`src/sv/pau_pkg.sv`:
```
// Shared types and constants for the Pareto archive update block.
package pau_pkg;

    localparam int FRONT_DEPTH_DEF = 16;
    localparam int MAX_CAT_DEF     = 4;
    localparam int COST_WIDTH_DEF  = 16;

    localparam int IN_LANES  = 4;
    localparam int VAL_W     = 16;
    localparam int TAG_W     = 16;
    localparam int IDX_W     = 4;
    localparam int CNT_OUT_W = 5;
    localparam int CFG_W     = 3;
    localparam int LANE_W    = 4;

    localparam logic [1:0] CMD_INSERT = 2'd0;
    localparam logic [1:0] CMD_QUERY  = 2'd1;
    localparam logic [1:0] CMD_READ   = 2'd2;

    // register byte offsets, only bit 2 selects a register
    localparam logic [2:0] ADDR_ACTIVE_CAT = 3'd0;
    localparam logic [CFG_W-1:0] ACTIVE_CAT_RST = 3'd4;

    typedef enum logic [2:0] {
        S_IDLE,
        S_WALK,
        S_READ,
        S_FIN,
        S_OUT
    } t_state;

    typedef struct packed {
        logic start;
        logic walk;
        logic rd_en;
        logic fin;
    } t_ctl;

    typedef struct packed {
        logic walk_done;
        logic out_free;
    } t_sts;

endpackage

```
`src/sv/pau_ctrl.sv`:
```
// Sequencer: item dispatch, archive walk, commit and result handoff.
module pau_ctrl
    import pau_pkg::*;
(
    input  logic       i_clk,
    input  logic       i_rst_n,
    input  logic       i_valid,
    input  logic [1:0] i_cmd,
    input  t_sts       i_sts,
    output logic       o_ready,
    output t_ctl       o_ctl,
    output logic       o_load
);

    t_state r_state;
    t_state n_state;

    always_ff @(posedge i_clk) begin
        if (!i_rst_n) begin
            r_state <= S_IDLE;
        end else begin
            r_state <= n_state;
        end
    end

    always_comb begin
        n_state = r_state;
        o_ctl   = '0;
        o_ready = 1'b0;
        o_load  = 1'b0;
        unique case (r_state)
            S_IDLE: begin
                o_ready = 1'b1;
                if (i_valid) begin
                    o_ctl.start = 1'b1;
                    case (i_cmd) inside
                        CMD_INSERT, CMD_QUERY: n_state = S_WALK;
                        CMD_READ:              n_state = S_READ;
                        default:               n_state = S_FIN;
                    endcase
                end
            end
            S_WALK: begin
                o_ctl.walk = 1'b1;
                if (i_sts.walk_done) begin
                    n_state = S_FIN;
                end
            end
            S_READ: begin
                o_ctl.rd_en = 1'b1;
                n_state     = S_FIN;
            end
            S_FIN: begin
                o_ctl.fin = 1'b1;
                n_state   = S_OUT;
            end
            S_OUT: begin
                if (i_sts.out_free) begin
                    o_load  = 1'b1;
                    n_state = S_IDLE;
                end
            end
            default: n_state = S_IDLE;
        endcase
    end

endmodule

```
`src/sv/pau_dp.sv`:
```
// Datapath: archive memory, dominance compare, compaction pointers, results.
module pau_dp
    import pau_pkg::*;
#(
    parameter int FRONT_DEPTH    = FRONT_DEPTH_DEF,
    parameter int MAX_CATEGORIES = MAX_CAT_DEF,
    parameter int COST_WIDTH     = COST_WIDTH_DEF
)
(
    input  logic                             i_clk,
    input  logic                             i_rst_n,
    input  t_ctl                             i_ctl,
    input  logic [1:0]                       i_cmd,
    input  logic [TAG_W-1:0]                 i_tag,
    input  logic [IN_LANES-1:0][VAL_W-1:0]   i_vals,
    input  logic [IDX_W-1:0]                 i_idx,
    input  logic [CFG_W-1:0]                 i_act_cat,
    output logic                             o_walk_done,
    output logic                             o_accepted,
    output logic                             o_overflow,
    output logic [CNT_OUT_W-1:0]             o_removed,
    output logic                             o_explore,
    output logic [CNT_OUT_W-1:0]             o_front_size,
    output logic                             o_read_valid,
    output logic [TAG_W-1:0]                 o_read_tag,
    output logic [IN_LANES-1:0][VAL_W-1:0]   o_read_cost
);

    localparam int AW = (FRONT_DEPTH > 1) ? $clog2(FRONT_DEPTH) : 1;
    localparam int CW = $clog2(FRONT_DEPTH + 1);
    localparam int VW = MAX_CATEGORIES * COST_WIDTH;
    localparam int EW = VW + TAG_W;

    logic [EW-1:0] mem [FRONT_DEPTH];
    logic [EW-1:0] r_rdata;

    logic [1:0]                                r_cmd;
    logic [TAG_W-1:0]                          r_tag;
    logic [MAX_CATEGORIES-1:0][COST_WIDTH-1:0] r_vec;
    logic [IDX_W-1:0]                          r_idx;
    logic [CW-1:0]                             r_cnt;
    logic [CW-1:0]                             r_rd;
    logic [CW-1:0]                             r_wr;
    logic [CW-1:0]                             r_rem;
    logic                                      r_pv;
    logic                                      r_rej;
    logic                                      r_expl;

    logic                  r_res_acc;
    logic                  r_res_ovf;
    logic [CW-1:0]         r_res_rem;
    logic                  r_res_expl;
    logic [CW-1:0]         r_res_size;
    logic                  r_res_rv;
    logic [EW-1:0]         r_res_data;

    logic [MAX_CATEGORIES-1:0][COST_WIDTH-1:0] in_vec;
    logic [MAX_CATEGORIES-1:0][COST_WIDTH-1:0] e_vec;
    logic [MAX_CATEGORIES-1:0]                 lane_on;
    logic [LANE_W-1:0]                         lanes;
    logic                                      cov_new;
    logic                                      cov_ent;
    logic                                      rd_more;
    logic                                      wr_room;
    logic                                      do_append;
    logic [CW-1:0]                             fin_cnt;
    logic [CW+IDX_W-1:0]                       idx_ext;
    logic [CW+IDX_W-1:0]                       cnt_ext;
    logic                                      idx_ok;
    logic [CW+CNT_OUT_W-1:0]                   rem_ext;
    logic [CW+CNT_OUT_W-1:0]                   size_ext;

    logic          mem_re;
    logic [AW-1:0] mem_ra;
    logic          mem_we;
    logic [AW-1:0] mem_wa;
    logic [EW-1:0] mem_wd;

    // input lanes, masked or widened to the cost width; lanes past the inputs are zero
    for (genvar k = 0; k < MAX_CATEGORIES; k++) begin : g_in_lane
        if (k < IN_LANES) begin : g_val
            logic [COST_WIDTH+VAL_W-1:0] w_ext;
            assign w_ext     = {{COST_WIDTH{1'b0}}, i_vals[k]};
            assign in_vec[k] = w_ext[COST_WIDTH-1:0];
        end else begin : g_zero
            assign in_vec[k] = '0;
        end
    end

    always_comb begin
        if (i_act_cat == '0) begin
            lanes = LANE_W'(1);
        end else if ({1'b0, i_act_cat} > LANE_W'(MAX_CATEGORIES)) begin
            lanes = LANE_W'(MAX_CATEGORIES);
        end else begin
            lanes = {1'b0, i_act_cat};
        end
    end

    assign e_vec = r_rdata[VW-1:0];

    always_comb begin
        cov_new = 1'b1;
        cov_ent = 1'b1;
        for (int k = 0; k < MAX_CATEGORIES; k++) begin
            lane_on[k] = (LANE_W'(k) < lanes);
            if (lane_on[k]) begin
                if (r_vec[k] < e_vec[k]) cov_new = 1'b0;
                if (e_vec[k] < r_vec[k]) cov_ent = 1'b0;
            end
        end
    end

    assign rd_more     = (r_rd < r_cnt);
    assign o_walk_done = !rd_more && !r_pv;
    assign wr_room     = (r_wr < CW'(FRONT_DEPTH));
    assign do_append   = (r_cmd == CMD_INSERT) && !r_rej && wr_room;
    assign fin_cnt     = (r_cmd == CMD_INSERT) ? (do_append ? r_wr + CW'(1) : r_wr) : r_cnt;
    assign idx_ext     = {{CW{1'b0}}, r_idx};
    assign cnt_ext     = {{IDX_W{1'b0}}, r_cnt};
    assign idx_ok      = (idx_ext < cnt_ext);

    // memory port control: sequential reads during the walk, an indexed read for a read
    // command, kept entries written back at the compaction pointer, append at commit
    always_comb begin
        mem_re = 1'b0;
        mem_ra = r_rd[AW-1:0];
        mem_we = 1'b0;
        mem_wa = r_wr[AW-1:0];
        mem_wd = r_rdata;
        if (i_ctl.walk) begin
            mem_re = rd_more;
            mem_we = r_pv && (r_cmd == CMD_INSERT) && (r_rej || !cov_new);
        end
        if (i_ctl.rd_en) begin
            mem_re = 1'b1;
            mem_ra = idx_ext[AW-1:0];
        end
        if (i_ctl.fin && do_append) begin
            mem_we = 1'b1;
            mem_wd = {r_tag, r_vec};
        end
    end

    always_ff @(posedge i_clk) begin
        if (mem_we) mem[mem_wa] <= mem_wd;
        if (mem_re) r_rdata <= mem[mem_ra];
    end

    always_ff @(posedge i_clk) begin
        if (!i_rst_n) begin
            r_cnt <= '0;
            r_pv  <= 1'b0;
        end else begin
            if (i_ctl.start) begin
                r_pv <= 1'b0;
            end else if (i_ctl.walk) begin
                r_pv <= rd_more;
            end
            if (i_ctl.fin) begin
                r_cnt <= fin_cnt;
            end
        end
    end

    always_ff @(posedge i_clk) begin
        if (i_ctl.start) begin
            r_cmd  <= i_cmd;
            r_tag  <= i_tag;
            r_vec  <= in_vec;
            r_idx  <= i_idx;
            r_rd   <= '0;
            r_wr   <= '0;
            r_rem  <= '0;
            r_rej  <= 1'b0;
            r_expl <= (r_cnt == '0);
        end else if (i_ctl.walk) begin
            if (rd_more) r_rd <= r_rd + CW'(1);
            if (r_pv) begin
                if (r_cmd == CMD_INSERT) begin
                    if (!r_rej && cov_new) begin
                        r_rem <= r_rem + CW'(1);
                    end else begin
                        if (!r_rej && cov_ent) r_rej <= 1'b1;
                        r_wr <= r_wr + CW'(1);
                    end
                end else if (!cov_ent) begin
                    // bound beats this entry in some lane
                    r_expl <= 1'b1;
                end
            end
        end
    end

    always_ff @(posedge i_clk) begin
        if (i_ctl.fin) begin
            r_res_acc  <= 1'b0;
            r_res_ovf  <= 1'b0;
            r_res_rem  <= '0;
            r_res_expl <= 1'b0;
            r_res_rv   <= 1'b0;
            r_res_data <= '0;
            r_res_size <= fin_cnt;
            case (r_cmd)
                CMD_INSERT: begin
                    r_res_acc <= do_append;
                    r_res_ovf <= !r_rej && !wr_room;
                    r_res_rem <= r_rem;
                end
                CMD_QUERY: r_res_expl <= r_expl;
                CMD_READ: begin
                    r_res_rv <= idx_ok;
                    if (idx_ok) r_res_data <= r_rdata;
                end
                default: ;
            endcase
        end
    end

    assign rem_ext      = {{CNT_OUT_W{1'b0}}, r_res_rem};
    assign size_ext     = {{CNT_OUT_W{1'b0}}, r_res_size};
    assign o_accepted   = r_res_acc;
    assign o_overflow   = r_res_ovf;
    assign o_removed    = rem_ext[CNT_OUT_W-1:0];
    assign o_explore    = r_res_expl;
    assign o_front_size = size_ext[CNT_OUT_W-1:0];
    assign o_read_valid = r_res_rv;
    assign o_read_tag   = r_res_data[EW-1 -: TAG_W];

    for (genvar k = 0; k < IN_LANES; k++) begin : g_out_lane
        if (k < MAX_CATEGORIES) begin : g_cost
            logic [COST_WIDTH+VAL_W-1:0] w_ext;
            assign w_ext          = {{VAL_W{1'b0}}, r_res_data[k*COST_WIDTH +: COST_WIDTH]};
            assign o_read_cost[k] = w_ext[VAL_W-1:0];
        end else begin : g_zero
            assign o_read_cost[k] = '0;
        end
    end

endmodule

```
`src/sv/pareto_archive_update.sv`:
```
// Top level: Pareto archive with insert, prune query and read commands.
//
//   channel   direction  handshake              payload
//   command   in         i_valid / o_ready      i_cmd, i_solution_tag, i_value_0..3,
//                                               i_read_index
//   result    out        o_valid / i_ready      o_accepted .. o_read_cost_3
//   config    in         psel/penable/pwrite    paddr, pwdata, prdata (pready tied high)
//
// Insert/query: a walk reads, compares and writes back one entry per cycle on separate
// read and write ports, then commit and handoff. Read: an indexed read, then commit and
// handoff; unknown: commit and handoff only.
// One item in work at a time; the next is accepted once the result is loaded.
// Reset empties the archive and sets active_categories to 4; no clearing pass.
// A stalled result holds the sequencer in its handoff state, blocking new items.
module pareto_archive_update
    import pau_pkg::*;
#(
    parameter int FRONT_DEPTH    = FRONT_DEPTH_DEF,
    parameter int MAX_CATEGORIES = MAX_CAT_DEF,
    parameter int COST_WIDTH     = COST_WIDTH_DEF
)
(
    input  logic                 i_clk,
    input  logic                 i_rst_n,

    input  logic                 i_valid,
    output logic                 o_ready,
    input  logic [1:0]           i_cmd,
    input  logic [TAG_W-1:0]     i_solution_tag,
    input  logic [VAL_W-1:0]     i_value_0,
    input  logic [VAL_W-1:0]     i_value_1,
    input  logic [VAL_W-1:0]     i_value_2,
    input  logic [VAL_W-1:0]     i_value_3,
    input  logic [IDX_W-1:0]     i_read_index,

    output logic                 o_valid,
    input  logic                 i_ready,
    output logic                 o_accepted,
    output logic                 o_overflow,
    output logic [CNT_OUT_W-1:0] o_removed_count,
    output logic                 o_explore,
    output logic [CNT_OUT_W-1:0] o_front_size,
    output logic                 o_read_valid,
    output logic [TAG_W-1:0]     o_read_tag,
    output logic [VAL_W-1:0]     o_read_cost_0,
    output logic [VAL_W-1:0]     o_read_cost_1,
    output logic [VAL_W-1:0]     o_read_cost_2,
    output logic [VAL_W-1:0]     o_read_cost_3,

    input  logic                 psel,
    input  logic                 penable,
    input  logic                 pwrite,
    input  logic [2:0]           paddr,
    input  logic [31:0]          pwdata,
    output logic [31:0]          prdata,
    output logic                 pready
);

    logic [CFG_W-1:0] r_act_cat;

    t_ctl ctl;
    t_sts sts;
    logic load;
    logic walk_done;

    logic [IN_LANES-1:0][VAL_W-1:0] vals;
    logic [IN_LANES-1:0][VAL_W-1:0] dp_cost;
    logic                           dp_acc;
    logic                           dp_ovf;
    logic [CNT_OUT_W-1:0]           dp_rem;
    logic                           dp_expl;
    logic [CNT_OUT_W-1:0]           dp_size;
    logic                           dp_rv;
    logic [TAG_W-1:0]               dp_tag;

    logic                           r_ovalid;
    logic                           r_acc;
    logic                           r_ovf;
    logic [CNT_OUT_W-1:0]           r_rem;
    logic                           r_expl;
    logic [CNT_OUT_W-1:0]           r_size;
    logic                           r_rv;
    logic [TAG_W-1:0]               r_tag;
    logic [IN_LANES-1:0][VAL_W-1:0] r_cost;

    // configuration register
    assign pready = 1'b1;

    always_ff @(posedge i_clk) begin
        if (!i_rst_n) begin
            r_act_cat <= ACTIVE_CAT_RST;
        end else if (psel && penable && pwrite && (paddr[2] == ADDR_ACTIVE_CAT[2])) begin
            r_act_cat <= pwdata[CFG_W-1:0];
        end
    end

    assign prdata = (paddr[2] == ADDR_ACTIVE_CAT[2]) ? {{(32-CFG_W){1'b0}}, r_act_cat} : '0;

    assign vals = {i_value_3, i_value_2, i_value_1, i_value_0};

    assign sts.walk_done = walk_done;
    assign sts.out_free  = !r_ovalid || i_ready;

    pau_ctrl u_ctrl (
        .i_clk   (i_clk),
        .i_rst_n (i_rst_n),
        .i_valid (i_valid),
        .i_cmd   (i_cmd),
        .i_sts   (sts),
        .o_ready (o_ready),
        .o_ctl   (ctl),
        .o_load  (load)
    );

    pau_dp #(
        .FRONT_DEPTH    (FRONT_DEPTH),
        .MAX_CATEGORIES (MAX_CATEGORIES),
        .COST_WIDTH     (COST_WIDTH)
    ) u_dp (
        .i_clk        (i_clk),
        .i_rst_n      (i_rst_n),
        .i_ctl        (ctl),
        .i_cmd        (i_cmd),
        .i_tag        (i_solution_tag),
        .i_vals       (vals),
        .i_idx        (i_read_index),
        .i_act_cat    (r_act_cat),
        .o_walk_done  (walk_done),
        .o_accepted   (dp_acc),
        .o_overflow   (dp_ovf),
        .o_removed    (dp_rem),
        .o_explore    (dp_expl),
        .o_front_size (dp_size),
        .o_read_valid (dp_rv),
        .o_read_tag   (dp_tag),
        .o_read_cost  (dp_cost)
    );

    // result output register
    always_ff @(posedge i_clk) begin
        if (!i_rst_n) begin
            r_ovalid <= 1'b0;
        end else if (load) begin
            r_ovalid <= 1'b1;
        end else if (i_ready) begin
            r_ovalid <= 1'b0;
        end
    end

    always_ff @(posedge i_clk) begin
        if (load) begin
            r_acc  <= dp_acc;
            r_ovf  <= dp_ovf;
            r_rem  <= dp_rem;
            r_expl <= dp_expl;
            r_size <= dp_size;
            r_rv   <= dp_rv;
            r_tag  <= dp_tag;
            r_cost <= dp_cost;
        end
    end

    assign o_valid         = r_ovalid;
    assign o_accepted      = r_acc;
    assign o_overflow      = r_ovf;
    assign o_removed_count = r_rem;
    assign o_explore       = r_expl;
    assign o_front_size    = r_size;
    assign o_read_valid    = r_rv;
    assign o_read_tag      = r_tag;
    assign o_read_cost_0   = r_cost[0];
    assign o_read_cost_1   = r_cost[1];
    assign o_read_cost_2   = r_cost[2];
    assign o_read_cost_3   = r_cost[3];

endmodule

```
`config.mk`:
```
export PLATFORM = sky130hd
export DESIGN_NAME = pareto_archive_update
export DESIGN_NICKNAME = d
export VERILOG_FILES = /design/src/sv/pau_pkg.sv /design/src/sv/pau_ctrl.sv /design/src/sv/pau_dp.sv /design/src/sv/pareto_archive_update.sv
export SDC_FILE = /design/constraint.sdc
export NUM_CORES = 2
export LEC_CHECK = 0
export BUFFER_PORTS_ARGS = -buffer_cell sky130_fd_sc_hd__buf_2
export CORE_MARGIN = 2
export CORE_UTILIZATION = 50
export DETAILED_ROUTE_END_ITERATION = 7
export PLACE_DENSITY = 0.7
export REMOVE_ABC_BUFFERS = 1
export SYNTH_ARGS = -nofsm -noshare
export SYNTH_HDL_FRONTEND = slang
export SYNTH_SLANG_ARGS = --single-unit
```
`constraint.sdc`:
```
create_clock -name i_clk -period 28.7 [get_ports i_clk]
set_clock_uncertainty 0.2 [all_clocks]
set_input_delay 5.74 -clock i_clk [delete_from_list [all_inputs] [get_ports i_clk]]
set_output_delay 5.74 -clock i_clk [all_outputs]
set_load 0.02 [all_outputs]
```
==> flow_metrics.py <==
metrics = {
    "run_status": {
        "status": "finished clean",
    },
    "power_and_ir_drop": {
        "ir_drop_mv": 0.0917,
        "switchingPower_mw": 1.37,
        "p_int_mw": 4.21,
        "power_leakage_nw": 24.6,
        "pwr-share-clk": 0.386,
        "p_comb_frac": 0.103,
        "sw_frac_of_total": 0.245,
        "p_seq_frac": 0.512,
        "p_per_area_mw_per_mm2": 75.0,
    },
    "clock_network": {
        "clkTransAtPathRegs_ps": 60,
        "cts_tree": "built",
        "cts_hold_buf": 0,
        "cts_htree_levels": 4,
        "clock_path_buffers": 3,
        "clk-insertion-delay-late_ps": 810,
        "numCtsBuffers": 166,
        "root_buffer": "clkbuf_16",
        "cts_resized": 0,
        "post-cts-setup-buffer-count": 0,
        "cts_sinks": 1664,
    },
    "placed_design": {
        "dp_hpwl_microns": 74600,
        "place_worst_setup_slack_ps": 16630,
        "portBuffers": 195,
        "gp_congestion": 0.800,
    },
    "global_routing": {
        "grt_max_degree": 236,
        "grt_overflow": 0,
        "grt_usage": 0.222,
        "grt_pass1_wl_microns": 226000,
        "grt_pass1_vias": 36200,
        "antenna_found_initial": 2,
    },
    "floorplan": {
        "rows": 133,
        "die_x_microns": 368,
        "coreArea_sq_mm": 0.131,
        "ios": 257,
        "die_h_microns": 368,
        "dieArea_sq_mm": 0.135,
        "start_util": 0.504,
    },
    "drt": {
        "drc": 0,
        "dr.pass1.iters": 6,
        "wl_per_cell_microns": 23.4,
        "postRouteAntennaNets": 0,
        "vias_per_cell": 5.84,
        "wirelength_microns": 152000,
        "detail_route.iter0.violations": 4293,
        "vias": 37800,
    },
    "timing": {
        "setup_viol": 0,
        "slew_headroom": 0.258,
        "setup_slack_ps": 16640,
        "fin_crit_ps": 12060,
        "tightestPinTransition_ps": 1110,
        "fmax_ghz": 0.0829,
        "rsz0062_at_grt": "no",
        "hold_viol_final": 0,
        "fin_setup_tns_ps": 0,
        "maxSlewViolCount": 0,
        "fin_crit_sh": 0.420,
    },
    "synth": {
        "seq_area_frac_synth": 0.750,
        "ys_types": 58,
        "ys_seq_elements": 1664,
        "synth-async-reset-ratio": 0,
        "synth-edff-count": 1635,
        "yosysWarnings": 0,
        "syn_area_sq_mm": 0.0663,
        "avgSynthCellArea_sq_um": 14.9,
        "synth_flop_cell": "edfxtp_1",
        "postSynthCellCount": 4439,
    },
    "critical_path": {
        "critPathLaunch": "paddr[2]",
        "crit_arrival_ps": 6120,
        "startpoint_type": "primary input",
        "crit_path_end_kind": "primary output",
        "required_ps": 22760,
        "path_max_fanout": 4,
        "path_class": "in2out",
        "reg2reg_from": "u_ctrl.r_state[2]$_SDFFE_PN0P_",
    },
    "min_path": {
        "min_from": "u_dp.r_res_data[24]$_SDFFCE_PN0P_",
        "min_path_type": "reg2reg",
    },
    "cells_and_area": {
        "num_antenna_cells": 0,
        "final_cell_mix": "edfxtp_1, nand2_1, and2_1",
        "n_fill_cell": 10000,
        "layout-drive-gt1-share": 0.131,
        "layout_commonest_cell": "edfxtp_1",
        "finish.utilization": 0.565,
        "fin_nets": 4785,
        "synthToLayoutAreaGrowth_pct": 12.2,
    },
    "run": {
        "maxCapViolations": 0,
    },
}
==> worst paths after layout <==
check                                                   to  cells after the start  slack [ps]
worst max-delay path                             prdata[0]                      3       16640
worst min-delay path            o_read_cost_1[8]$_DFFE_PP_                      0         200
worst max register to register  u_dp.r_rdata[62]$_DFFE_PP_                     11       21900
worst min register to register  o_read_cost_1[8]$_DFFE_PP_                      0         200
==> layer usage <==
layer  share of wire  routed length (microns)  global-route usage  up-vias
met4           0.024                     3710              0.0641        0
met3           0.077                    11600              0.0362      244
met1            0.43                    64900               0.320    18800
met5               0                        0                   0        -
met2            0.47                    71500               0.350     1487
li1                -                        -                   -    17300
==> metrics by stage <==
stage               std cells  instance area [sq um]  total power, mW  hold slack, ps
finish                   6469                  74300             5.58             198
detailed placement       6167                  68900             3.47             205
global placement         6167                  68900             3.46             204
CTS                      6469                  74300             5.61             205
floorplan                4146                  64900             3.39             200
global route             6469                  74300             5.77             212
==> final cells by class <==
class                   instances  area, sq um  share of cell area
well taps                    1755         2200              0.0295
flip-flops and latches       1664        49700               0.668
clock inverters               101         1070              0.0144
repair buffers                266         1560              0.0210
clock buffers                 201         4350              0.0585
inverters                      82          310             0.00417
multi-input cells            2400        15200               0.204
==> Yosys cell counts (all sizes together), types with 24 or more instances <==
cell type,count,area share
edfxtp,1635,0.74
nand2,688,0.039
a211oi,410,0.046
and2,406,0.038
a21oi,203,0.015
clkbuf,197,0.011
a31oi,166,0.016
a311oi,160,0.021
buf,124,0.012
inv,82,0.0046
mux2,78,0.013
ha,77,0.015
dfxtp,29,0.0088
nor2,24,0.0014
==> flip-flops by register name (all words and copies together) (netlist names), 2 cells and up <==
signal             flops
o_front_size           5
u_dp.r_wr              5
o_read_cost_1         16
u_dp.r_rdata          80
u_dp.r_rem             5
u_ctrl.r_state         3
u_dp.r_vec            64
o_read_cost_2         16
o_read_cost_0         16
u_dp.o_front_size      5
u_dp.r_cnt             5
u_dp.r_idx             4
u_dp.o_removed         5
u_dp.r_res_data       80
u_dp.r_tag            16
o_read_tag            16
u_dp.r_rd              5
o_read_cost_3         16
u_dp.mem            1280
u_dp.r_cmd             2
r_act_cat              3
o_removed_count        5
==> cell families (layout without fill, tap and decap cells) <==
group           Yosys count  after routing  synth area share
buf+inv                 403            650            0.0274
mux                      93             93            0.0156
compound gates         1003           1003             0.106
flops                  1664           1664             0.750
simple gates           1193           1193            0.0862
xor+xnor                  4              4          0.000529
other cells               2             30          0.000113
fa+ha+maj                77             77            0.0145
==> power groups by stage <==
| stage | Sequential [mW] | Clock [mW] | Combinational (mW) |
|---|---|---|---|
| 2_1_floorplan | 2.89 | 0 | 0.500 |
| 3_3_place_gp | 2.90 | 0 | 0.553 |
| 3_5_place_dp | 2.90 | 0 | 0.566 |
| 4_1_cts | 2.85 | 2.19 | 0.571 |
| 5_1_grt | 2.86 | 2.28 | 0.633 |
| 6_report | 2.85 | 2.15 | 0.572 |
==> critical path, cell delays in order <==
cell and delay (ps):
buf_2 110, nor2b_1 100, buf_2 170
(Power assumes the default switching activity.)
